### src/hdl/smpq_pkg.sv
// Shared types and codes for the sorted max priority queue.
// Field widths, command and status codes, transfer payload structs.
// No dependencies.
package smpq_pkg;

	localparam int DEPTH_DEF  = 16;
	localparam int VALUE_BITS = 32;
	localparam int TAG_BITS   = 8;
	localparam int OCC_BITS   = 5;

	localparam logic CMD_INSERT = 1'b0;
	localparam logic CMD_POP    = 1'b1;

	localparam logic [1:0] STATUS_OK    = 2'd0;
	localparam logic [1:0] STATUS_EMPTY = 2'd1;
	localparam logic [1:0] STATUS_FULL  = 2'd2;

	typedef struct packed {
		logic                  cmd;
		logic [VALUE_BITS-1:0] entry_value;
		logic [TAG_BITS-1:0]   entry_tag;
	} smpq_req_t;

	typedef struct packed {
		logic [1:0]            status;
		logic [VALUE_BITS-1:0] out_value;
		logic [TAG_BITS-1:0]   out_tag;
		logic [OCC_BITS-1:0]   occupancy;
	} smpq_rsp_t;

	// one stored entry as kept in the RAM
	typedef struct packed {
		logic [VALUE_BITS-1:0] value;
		logic [TAG_BITS-1:0]   tag;
	} smpq_entry_t;

endpackage

### src/hdl/smpq_ram.sv
// Generic simple dual-port RAM: one write port, one read port, registered read.
// No package dependencies; contents are not reset.
module smpq_ram #(
	parameter int WIDTH = 8,
	parameter int DEPTH = 16
) (
	input  logic                     clk,
	input  logic                     wr_en,
	input  logic [$clog2(DEPTH)-1:0] wr_addr,
	input  logic [WIDTH-1:0]         wr_data,
	input  logic                     rd_en,
	input  logic [$clog2(DEPTH)-1:0] rd_addr,
	output logic [WIDTH-1:0]         rd_data
);

	logic [WIDTH-1:0] mem_q [DEPTH];

	always_ff @(posedge clk) begin
		if (wr_en) begin
			mem_q[wr_addr] <= wr_data;
		end
	end

	always_ff @(posedge clk) begin
		if (rd_en) begin
			rd_data <= mem_q[rd_addr];
		end
	end

endmodule

### src/hdl/sorted_max_priority_queue.sv
// Sorted max priority queue: entries kept in a RAM ring, descending by value.
// Pop reads the head entry and answers from ST_POP. Full/empty rejects and insert into empty
// answer straight from idle. Other inserts: the backward compare-and-shift walk reads one
// entry per cycle from the single RAM read port. Ties leave first in, first out.
// Reset (arst_n low) empties the queue at once; RAM contents are not cleared.
// done pulses for one cycle with result; the next transfer can be taken then.
module sorted_max_priority_queue #(
	parameter int DEPTH = smpq_pkg::DEPTH_DEF
) (
	input  logic                clk,
	input  logic                arst_n,
	input  logic                start,
	output logic                busy,
	input  smpq_pkg::smpq_req_t req,
	output logic                done,
	output smpq_pkg::smpq_rsp_t result
);
	import smpq_pkg::*;

	localparam int PTR_W = $clog2(DEPTH);
	localparam int CNT_W = $clog2(DEPTH + 1);
	localparam int SUM_W = CNT_W + 1;
	localparam int ENT_W = $bits(smpq_entry_t);

	localparam logic [CNT_W-1:0] FULL_CNT = CNT_W'(DEPTH);
	localparam logic [SUM_W-1:0] DEPTH_S  = SUM_W'(DEPTH);
	localparam logic [PTR_W-1:0] LAST_PTR = PTR_W'(DEPTH - 1);

	localparam logic [1:0] ST_IDLE     = 2'd0;
	localparam logic [1:0] ST_POP      = 2'd1;
	localparam logic [1:0] ST_INS      = 2'd2;
	localparam logic [1:0] ST_INS_LAST = 2'd3;

	logic [1:0]              state_q;
	logic [PTR_W-1:0]        head_q;
	logic [CNT_W-1:0]        fill_q;
	logic [PTR_W-1:0]        hole_q;
	logic [PTR_W-1:0]        cur_q;
	logic [CNT_W-1:0]        left_q;
	logic [VALUE_BITS-1:0]   val_q;
	logic [TAG_BITS-1:0]     tag_q;
	logic                    done_q;
	smpq_rsp_t               result_q;

	logic                    accept;
	logic                    wr_en;
	logic [PTR_W-1:0]        wr_addr;
	smpq_entry_t             wr_entry;
	logic                    rd_en;
	logic [PTR_W-1:0]        rd_addr;
	logic [ENT_W-1:0]        rd_data;
	smpq_entry_t             rd_entry;
	logic [SUM_W-1:0]        tail_sum;
	logic [PTR_W-1:0]        tail;
	logic                    stop_here;

	function automatic logic [PTR_W-1:0] ptr_inc(input logic [PTR_W-1:0] p);
		return (p == LAST_PTR) ? '0 : p + PTR_W'(1);
	endfunction

	function automatic logic [PTR_W-1:0] ptr_dec(input logic [PTR_W-1:0] p);
		return (p == '0) ? LAST_PTR : p - PTR_W'(1);
	endfunction

	assign accept   = start && !busy;
	assign busy     = (state_q != ST_IDLE);
	assign rd_entry = smpq_entry_t'(rd_data);

	// first free slot of the ring; fill < DEPTH whenever it is used
	assign tail_sum = SUM_W'(head_q) + SUM_W'(fill_q);
	assign tail     = (tail_sum >= DEPTH_S) ? PTR_W'(tail_sum - DEPTH_S) : PTR_W'(tail_sum);

	// new entry goes behind the stored one just read
	assign stop_here = (rd_entry.value >= val_q);

	always_comb begin
		wr_en    = 1'b0;
		wr_addr  = hole_q;
		wr_entry = '{value: val_q, tag: tag_q};
		rd_en    = 1'b0;
		rd_addr  = head_q;
		unique case (state_q)
			ST_IDLE: begin
				if (accept) begin
					if (req.cmd == CMD_POP) begin
						rd_en = (fill_q != '0);
					end else if (fill_q == '0) begin
						wr_en    = 1'b1;
						wr_addr  = head_q;
						wr_entry = '{value: req.entry_value, tag: req.entry_tag};
					end else if (fill_q != FULL_CNT) begin
						rd_en   = 1'b1;
						rd_addr = ptr_dec(tail);
					end
				end
			end
			ST_INS: begin
				wr_en = 1'b1;
				if (!stop_here) begin
					wr_entry = rd_entry;
					if (left_q != CNT_W'(1)) begin
						rd_en   = 1'b1;
						rd_addr = ptr_dec(cur_q);
					end
				end
			end
			ST_INS_LAST: begin
				wr_en = 1'b1;
			end
			default: begin
			end
		endcase
	end

	smpq_ram #(
		.WIDTH (ENT_W),
		.DEPTH (DEPTH)
	) u_ram (
		.clk     (clk),
		.wr_en   (wr_en),
		.wr_addr (wr_addr),
		.wr_data (ENT_W'(wr_entry)),
		.rd_en   (rd_en),
		.rd_addr (rd_addr),
		.rd_data (rd_data)
	);

	always_ff @(posedge clk or negedge arst_n) begin
		if (!arst_n) begin
			state_q <= ST_IDLE;
			head_q  <= '0;
			fill_q  <= '0;
			done_q  <= 1'b0;
		end else begin
			done_q <= 1'b0;
			unique case (state_q)
				ST_IDLE: begin
					if (accept) begin
						if (req.cmd == CMD_POP) begin
							if (fill_q == '0) begin
								done_q <= 1'b1;
							end else begin
								state_q <= ST_POP;
							end
						end else if (fill_q == FULL_CNT) begin
							done_q <= 1'b1;
						end else if (fill_q == '0) begin
							fill_q <= CNT_W'(1);
							done_q <= 1'b1;
						end else begin
							state_q <= ST_INS;
						end
					end
				end
				ST_POP: begin
					head_q  <= ptr_inc(head_q);
					fill_q  <= fill_q - CNT_W'(1);
					done_q  <= 1'b1;
					state_q <= ST_IDLE;
				end
				ST_INS: begin
					if (stop_here) begin
						fill_q  <= fill_q + CNT_W'(1);
						done_q  <= 1'b1;
						state_q <= ST_IDLE;
					end else if (left_q == CNT_W'(1)) begin
						state_q <= ST_INS_LAST;
					end
				end
				ST_INS_LAST: begin
					fill_q  <= fill_q + CNT_W'(1);
					done_q  <= 1'b1;
					state_q <= ST_IDLE;
				end
				default: begin
					state_q <= ST_IDLE;
				end
			endcase
		end
	end

	// walk pointers and result payload
	always_ff @(posedge clk) begin
		unique case (state_q)
			ST_IDLE: begin
				val_q  <= req.entry_value;
				tag_q  <= req.entry_tag;
				hole_q <= tail;
				cur_q  <= ptr_dec(tail);
				left_q <= fill_q;
				result_q.out_value <= '0;
				result_q.out_tag   <= '0;
				if (req.cmd == CMD_POP) begin
					result_q.status    <= STATUS_EMPTY;
					result_q.occupancy <= OCC_BITS'(fill_q);
				end else if (fill_q == FULL_CNT) begin
					result_q.status    <= STATUS_FULL;
					result_q.occupancy <= OCC_BITS'(fill_q);
				end else begin
					result_q.status    <= STATUS_OK;
					result_q.occupancy <= OCC_BITS'(fill_q + CNT_W'(1));
				end
			end
			ST_POP: begin
				result_q.status    <= STATUS_OK;
				result_q.out_value <= rd_entry.value;
				result_q.out_tag   <= rd_entry.tag;
				result_q.occupancy <= OCC_BITS'(fill_q - CNT_W'(1));
			end
			ST_INS: begin
				if (!stop_here) begin
					hole_q <= cur_q;
					cur_q  <= ptr_dec(cur_q);
					left_q <= left_q - CNT_W'(1);
				end
			end
			ST_INS_LAST: begin
			end
			default: begin
			end
		endcase
	end

	assign done   = done_q;
	assign result = result_q;

endmodule

### config.mk
export PLATFORM = sky130hd
export DESIGN_NAME = sorted_max_priority_queue
export DESIGN_NICKNAME = d
export VERILOG_FILES = /design/src/hdl/smpq_pkg.sv /design/src/hdl/smpq_ram.sv /design/src/hdl/sorted_max_priority_queue.sv
export SDC_FILE = /design/constraint.sdc
export NUM_CORES = 1
export LEC_CHECK = 0
export CORE_MARGIN = 2
export CORE_UTILIZATION = 31
export DETAILED_ROUTE_END_ITERATION = 8
export DONT_BUFFER_PORTS = 1
export HOLD_SLACK_MARGIN = 0.1
export PLACE_DENSITY_LB_ADDON = 0.25
export SLEW_MARGIN = 25
export SYNTH_ARGS = -nofsm -noshare
export SYNTH_HDL_FRONTEND = slang
export SYNTH_SLANG_ARGS = --single-unit
### constraint.sdc
create_clock -name clk -period 5.9 [get_ports clk]
set_input_delay 0.59 -clock clk [delete_from_list [all_inputs] [get_ports clk]]
set_output_delay 0.59 -clock clk [all_outputs]
set_load 0.05 [all_outputs]
# [Yosys cells after proc, flatten, opt, wreduce, memory -nomap -nowiden]
# Memories as Yosys holds them, arrays and structs flattened. A register that Yosys moved wholly into a read port is not among the register bits.
# Index checks and enable logic that the tools add are counted.
[classes] n_addsub=8 magnitude_cmp=2 eq_ne=17 mux=63 n_reduce_logical=15
[ops] operator="$mux 40" n=4
[ops] operator="$pmux 47 s2" n=1
[ops] operator="$pmux 40 s2" n=1
[ops] operator="$mux 4" n=16
[ops] operator="$mux 5" n=8
[ops] operator="$ge 32x32->1" n=1
[ops] operator="$pmux 4 s2" n=3
[ops] operator="$pmux 5 s4" n=1
[ops] operator="$mux 2" n=9
[ops] operator="$mux 1" n=15
[ops] operator="$ne 2x2->1 const B" n=7
[ops] operator="$sub 4x1->4 const B" n=3
[ops] operator="$pmux 5 s2" n=1
[ops] operator="$sub 5x1->5 const B" n=2
[ops] operator="$logic_not 4->1" n=2
[ops] operator="$add 4x5->6" n=1
[ops] operator="$ge 6x5->1 const B" n=1
[ops] operator="$ne 3x3->1 const B" n=2
[ops] operator="$pmux 2 s3" n=1
[ops] operator="$reduce_bool 2->1" n=3
[ops] operator="$add 5x1->5 const B" n=1
[ops] operator="$eq 5x1->1 const B" n=1
[ops] operator="$eq 5x5->1 const B" n=1
[ops] operator="$logic_not 5->1" n=1
[ops] operator="other kinds (16)" n=19
[word_totals] regBits=112 ramBits=640 input_bits=44 output_inout_bits=49 wordCells=119 mem_count=1
[mem_list] memory="u_ram.mem_q" depth=16 word_bits=40 read_ports=1 rd_clocked_by_memory_dff=1 wr=1 line="smpq_ram.sv:16" text="logic [WIDTH-1:0] mem_q [DEPTH];"

# [Depth between registers and ports, before layout]
[logic_depth] word_depth=10 mapped_depth=15 ltp_nobuf=12

# [By module]
# From an unflattened synthesis, not the netlist that was laid out.
[unflattened] cells_unflattened=1651 hier_area_um2=32082.0
[modules_own_cells] module="smpq_ram" instances=1 cells_each=1040 area_each_um2=25532.0 seq_area_each_um2=20419.6
[modules_own_cells] module="sorted_max_priority_queue" instances=1 cells_each=611 area_each_um2=6550.0 seq_area_each_um2=3303.2

# [Worst setup path before layout]
# OpenSTA, ideal clock, no wires.
[synth_path] kind="reg2reg" from="register fill_q[1]" to="memory u_ram.mem_q[10][0] in the netlist's numbering (enable)" setup_ns=0.437 arrival_ns=3.838 required_ns=5.463 slack_ns=1.624 stages_incl_launch_ff=9 path_buffers=2 period_less_slack_ns=4.276 cell_sequence="dfrtp_1 > clkbuf_1 > inv_1 > ha_1 > nand2_1 > nor4_1 > clkbuf_1 > a31oi_1 > nor2_1"
[synth_between] elab_chain_len=7 word_cells_on_any_way=11 cone_classes="mux: 10; reduce/logical: 1"
[synth_lines] item="from (decl)" line="sorted_max_priority_queue.sv:36" text="logic [CNT_W-1:0] fill_q;"
[synth_lines] item="from (signal assigned)" line="sorted_max_priority_queue.sv:157" text="fill_q <= fill_q - CNT_W'(1);"
[synth_lines] item="from (signal assigned)" line="sorted_max_priority_queue.sv:163" text="fill_q <= fill_q + CNT_W'(1);"
[synth_lines] item="from (signal assigned)" line="sorted_max_priority_queue.sv:171" text="fill_q <= fill_q + CNT_W'(1);"
[synth_lines] item="$logic_not 5->1 (*)" line="sorted_max_priority_queue.sv:87" text="end else if (fill_q == '0) begin"
[synth_lines] item="$mux 1" line="sorted_max_priority_queue.sv:87"
[synth_lines] item="$mux 1" line="sorted_max_priority_queue.sv:85" text="if (req.cmd == CMD_POP) begin"
[synth_lines] item="$mux 1" line="sorted_max_priority_queue.sv:84" text="if (accept) begin"
[synth_lines] item="$pmux 1 s2" line="sorted_max_priority_queue.sv:82" text="unique case (state_q)"
[synth_lines] item="$mux 1" line="smpq_ram.sv:19" text="if (wr_en) begin"
[synth_lines] item="$mux 1 (not written as such)" line="smpq_ram.sv:20" text="mem_q[wr_addr] <= wr_data;"
[synth_lines] item="to (decl)" line="smpq_ram.sv:16"
# Every way passes the cells marked *; elsewhere a longest branch is shown, timed or not.

# [Final worst setup path]
[layout_path] from="register u_ram.rd_data[29] (read register of u_ram.mem_q)" to="memory u_ram.mem_q[10][33] in the netlist's numbering, data pin"
[layout_between] elab_chain_len=3
[layout_lines] item="from (decl)" line="smpq_ram.sv:13" text="output logic [WIDTH-1:0] rd_data"
[layout_lines] item="$ge 32x32->1" line="sorted_max_priority_queue.sv:74" text="assign stop_here = (rd_entry.value >= val_q);"
[layout_lines] item="$mux 40" line="sorted_max_priority_queue.sv:99" text="if (!stop_here) begin"
[layout_lines] item="$pmux 40 s2" line="sorted_max_priority_queue.sv:82"
[layout_lines] item="via u_ram.wr_data[33]" line="smpq_ram.sv:10" text="input logic [WIDTH-1:0] wr_data,"
# The timed path passes the listed nets, and every way through them passes these cells.

==> key figures <==
Setup path
  • Worst reg2reg path endpoint: u_ram.mem_q[10][33]
  • Max stage delay cell, worst path: a21oi_1
  • R2R Setup Slk: 0.98 ns
  • Worst setup EP type: flop
  • CP cell instances: ha_1, a21oi_1, o21ai_0, a21oi_1, nand2_1, or2_2, a21oi_2, nand2_1, buf_12, a222oi_1, inv_1
  • Max incr delay on CP: 0.68 ns
  • Reg2reg start: u_ram.rd_data[29]
  • Crit start category: flop
  • R2R depth: 11
  • Worst path required time: 6.20 ns
  • CP max FO: 23
  • Critical Path AT: 5.22 ns
  • WS Path Type: flop to flop

STA
  • Period utilization: 83.43%
  • Final Setup Violations: 0
  • Final Max Slew Viols: 0
  • RSZ-0062 raised after global routing: false
  • Slew Limit Headroom: 25.98%
  • Worst Max-Slew Pin Slew: 1.110 ns
  • Final min period: 4.922 ns
  • Fmax: 0.2032 GHz
  • Final setup TNS: 0 ns
  • Final hold vios: 0
  • Skew final: 0.02578 ns
  • Slack of the critical path: 0.9778 ns
  • Final hold slack: 0.1437 ns

Logic synthesis
  • Top_reg_cell synth: edfxtp_1
  • Ranking of synthesized cells by area: edfxtp_1, nand4_1, o21ai_0
  • Syn_nets: 2508
  • Cell area after synthesis: 33730 um^2
  • Post-synthesis sequential area ratio: 70.33%
  • Synthesis-stage register bit count: 792
  • Largest area contributor in the netlist: edfxtp_1
  • Async set-reset flop share out of synthesis: 1.515%
  • Cells after Synth: 2420
  • YS warnings: 0
  • Post-synth EDFFs: 780
  • Share of the synthesized area in the top cell type: 69.44%
  • Netlist cell types: 63
  • Synth Area per Inst: 13.94 um^2

Detailed routing
  • Final WL: 107.1 mm
  • Iteration-0 DRC Markers: 2904
  • Routed len/inst: 27.53 um
  • Post-DRT Antenna Nets: 0
  • Vias: 22437
  • Routed vias/inst: 5.766
  • Residual DRC: 0
  • First drt pass iteration count: 6

Clock network
  • Clk sinks: 792
  • Worst-Skew Late Latency: 0.67 ns
  • Num CTS Buffers: 85
  • CTS Buffer Depth: 3
  • CTS tree: yes
  • H-tree lvl count: 3
  • Clock transition at path regs: 0.06 ns
  • Root buf cell: clkbuf_16

Placed design
  • Gpl congestion: 0.8084
  • Placed insts: 3688
  • Post-Place Worst Slack: 1.144 ns
  • Buffers on Ports: 0
  • DP Wirelength: 53.47 mm

Die
  • Die width: 333.9 um
  • DIE AREA: 111500 um^2
  • # rows: 121
  • Initial core utilization: 31.12%
  • Core Area: 108400 um^2
  • Die Y: 333.9 um
  • IO Count: 93

Hold path
  • Worst min path class: input port to flop
  • Startpoint of the worst hold path: req[40]
  • Hold path cells: 1
  • Hold Path Sink: result[45]

Global route
  • Pin count of the biggest net entering global routing: 140
  • Initial antenna violation count: 7
  • GR Util All Layers: 18.81%
  • Vias in the first global route: 22060
  • Congestion Overflow GR: 0
  • First-pass GRT wire length: 156.0 mm

Layout
  • Area Growth Syn to Fin: 14.71%
  • Fraction of layout cells with a size suffix above 1: 12.77%
  • Non-Filler Instances: 3891
  • Nets: 2492
  • # fillers: 10362

Run
  • Max cap viols: 0

Run status
  • Run status: finished clean
-- how the worst max path moves through the flow --
stage,from,to,slack [ns],cells past startpoint
after floorplan,fill_q[1],u_ram.mem_q[10][0],1.62,8
after global placement,u_ram.rd_data[29],u_ram.mem_q[8][33],1.20,11
after detailed placement,u_ram.rd_data[29],u_ram.mem_q[12][33],1.14,11
after CTS,u_ram.rd_data[29],u_ram.mem_q[10][33],1.11,11
after global routing,u_ram.rd_data[29],u_ram.mem_q[11][33],0.80,11
final,u_ram.rd_data[29],u_ram.mem_q[10][33],0.98,11
-- what timing repair did --
item / CTS / global route
setup buffers: 0 / 0
hold buffers: 43 / 0
gates resized for setup: 0 / 0
hold endpoints to repair: 53 / 0
-- flip-flops by register name, summed over array words and instances, names as in the netlist --
| name | count |
|---|---|
| state_q | 2 |
| result | 47 |
| cur_q | 4 |
| fill_q | 5 |
| tag_q | 8 |
| left_q | 5 |
| u_ram.rd_data | 40 |
| done | 1 |
| head_q | 4 |
| val_q | 32 |
| hole_q | 4 |
| u_ram.mem_q | 640 |
-- through the flow --
stage / cell area, um^2 / utilization, %
4_1_cts: 38670 / 35.67
2_1_floorplan: 33730 / -
3_3_place_gp: 35560 / 32.80
3_5_place_dp: 35560 / 32.80
5_1_grt: 38690 / 35.69
6_report: 38690 / 35.69
-- layer usage --
| layer | GRT usage [%] | routed length, um |
|---|---|---|
| met5 | 0 | 0 |
| met4 | 4.370 | 2128 |
| met3 | 4.558 | 10260 |
| met2 | 28.19 | 47050 |
| met1 | 27.38 | 47680 |
-- cells in the mapped netlist, drive strengths merged (11+ instances only) --
| cell | instances |
|---|---|
| clkbuf | 139 |
| o21ai | 274 |
| a31oi | 18 |
| and3 | 40 |
| nor3 | 12 |
| ha | 43 |
| edfxtp | 780 |
| o2111ai | 81 |
| inv | 81 |
| mux2i | 41 |
| nand4 | 246 |
| mux2 | 81 |
| buf | 75 |
| a222oi | 32 |
| a21oi | 31 |
| nand3 | 249 |
| o22ai | 11 |
| nand2 | 53 |
| a211oi | 11 |
| dfrtp | 12 |
| nor2 | 48 |
-- logic make-up after synthesis --
group,count (synthesis),share of synthesized area (%)
mux,122,3.921
flops,792,70.33
compound gates,482,9.159
xor+xnor,12,0.3116
simple gates,673,11.01
fa+ha+maj,44,1.654
buf+inv,295,3.609
-- worst max-delay path, delay by kind of cell, from the launching register on --
kind | cells | cell delay (ns)
AO/OA/AOI/OAI | 5 | 1.68
flip-flops | 1 | 0.52
buffers and inverters | 2 | 0.72
AND/OR/NAND/NOR | 3 | 1.24
adder cells (fa/ha/maj) | 1 | 0.35
-- area by class of cell --
class	instances	area, um^2	share of cell area, %
Clock buffer	102	2212	5.717
Sequential cell	792	23720	61.31
Multi-Input combinational cell	1333	9022	23.32
Timing Repair Buffer	111	1179	3.046
Antenna cell	3	7.507	0.01940
Clock inverter	55	471.7	1.219
Inverter	81	306.5	0.7923
Tap cell	1414	1769	4.573
-- placed cells by master (no fill, tap or decap), drive strengths merged, types with 3 or more instances in the layout --
cell type,n
bufinv,5
inv,85
a222oi,32
ha,43
diode,3
a21oi,31
dlygate4sd3,43
nand2,53
nor2b,5
a211oi,11
and3,40
buf,68
edfxtp,780
nor3,12
dfrtp,12
o2111ai,81
mux2,81
nand4,246
mux2i,41
nor2,48
nand3,249
xnor2,10
a31oi,18
nor3b,3
and2,3
o22ai,11
o31ai,3
clkbuf,102
clkinv,40
o21ai,274
nor4,5
clkinvlp,6
Power is not shown: default switching activity piles up to over one toggle a cycle in this logic, so the estimate is an artifact.
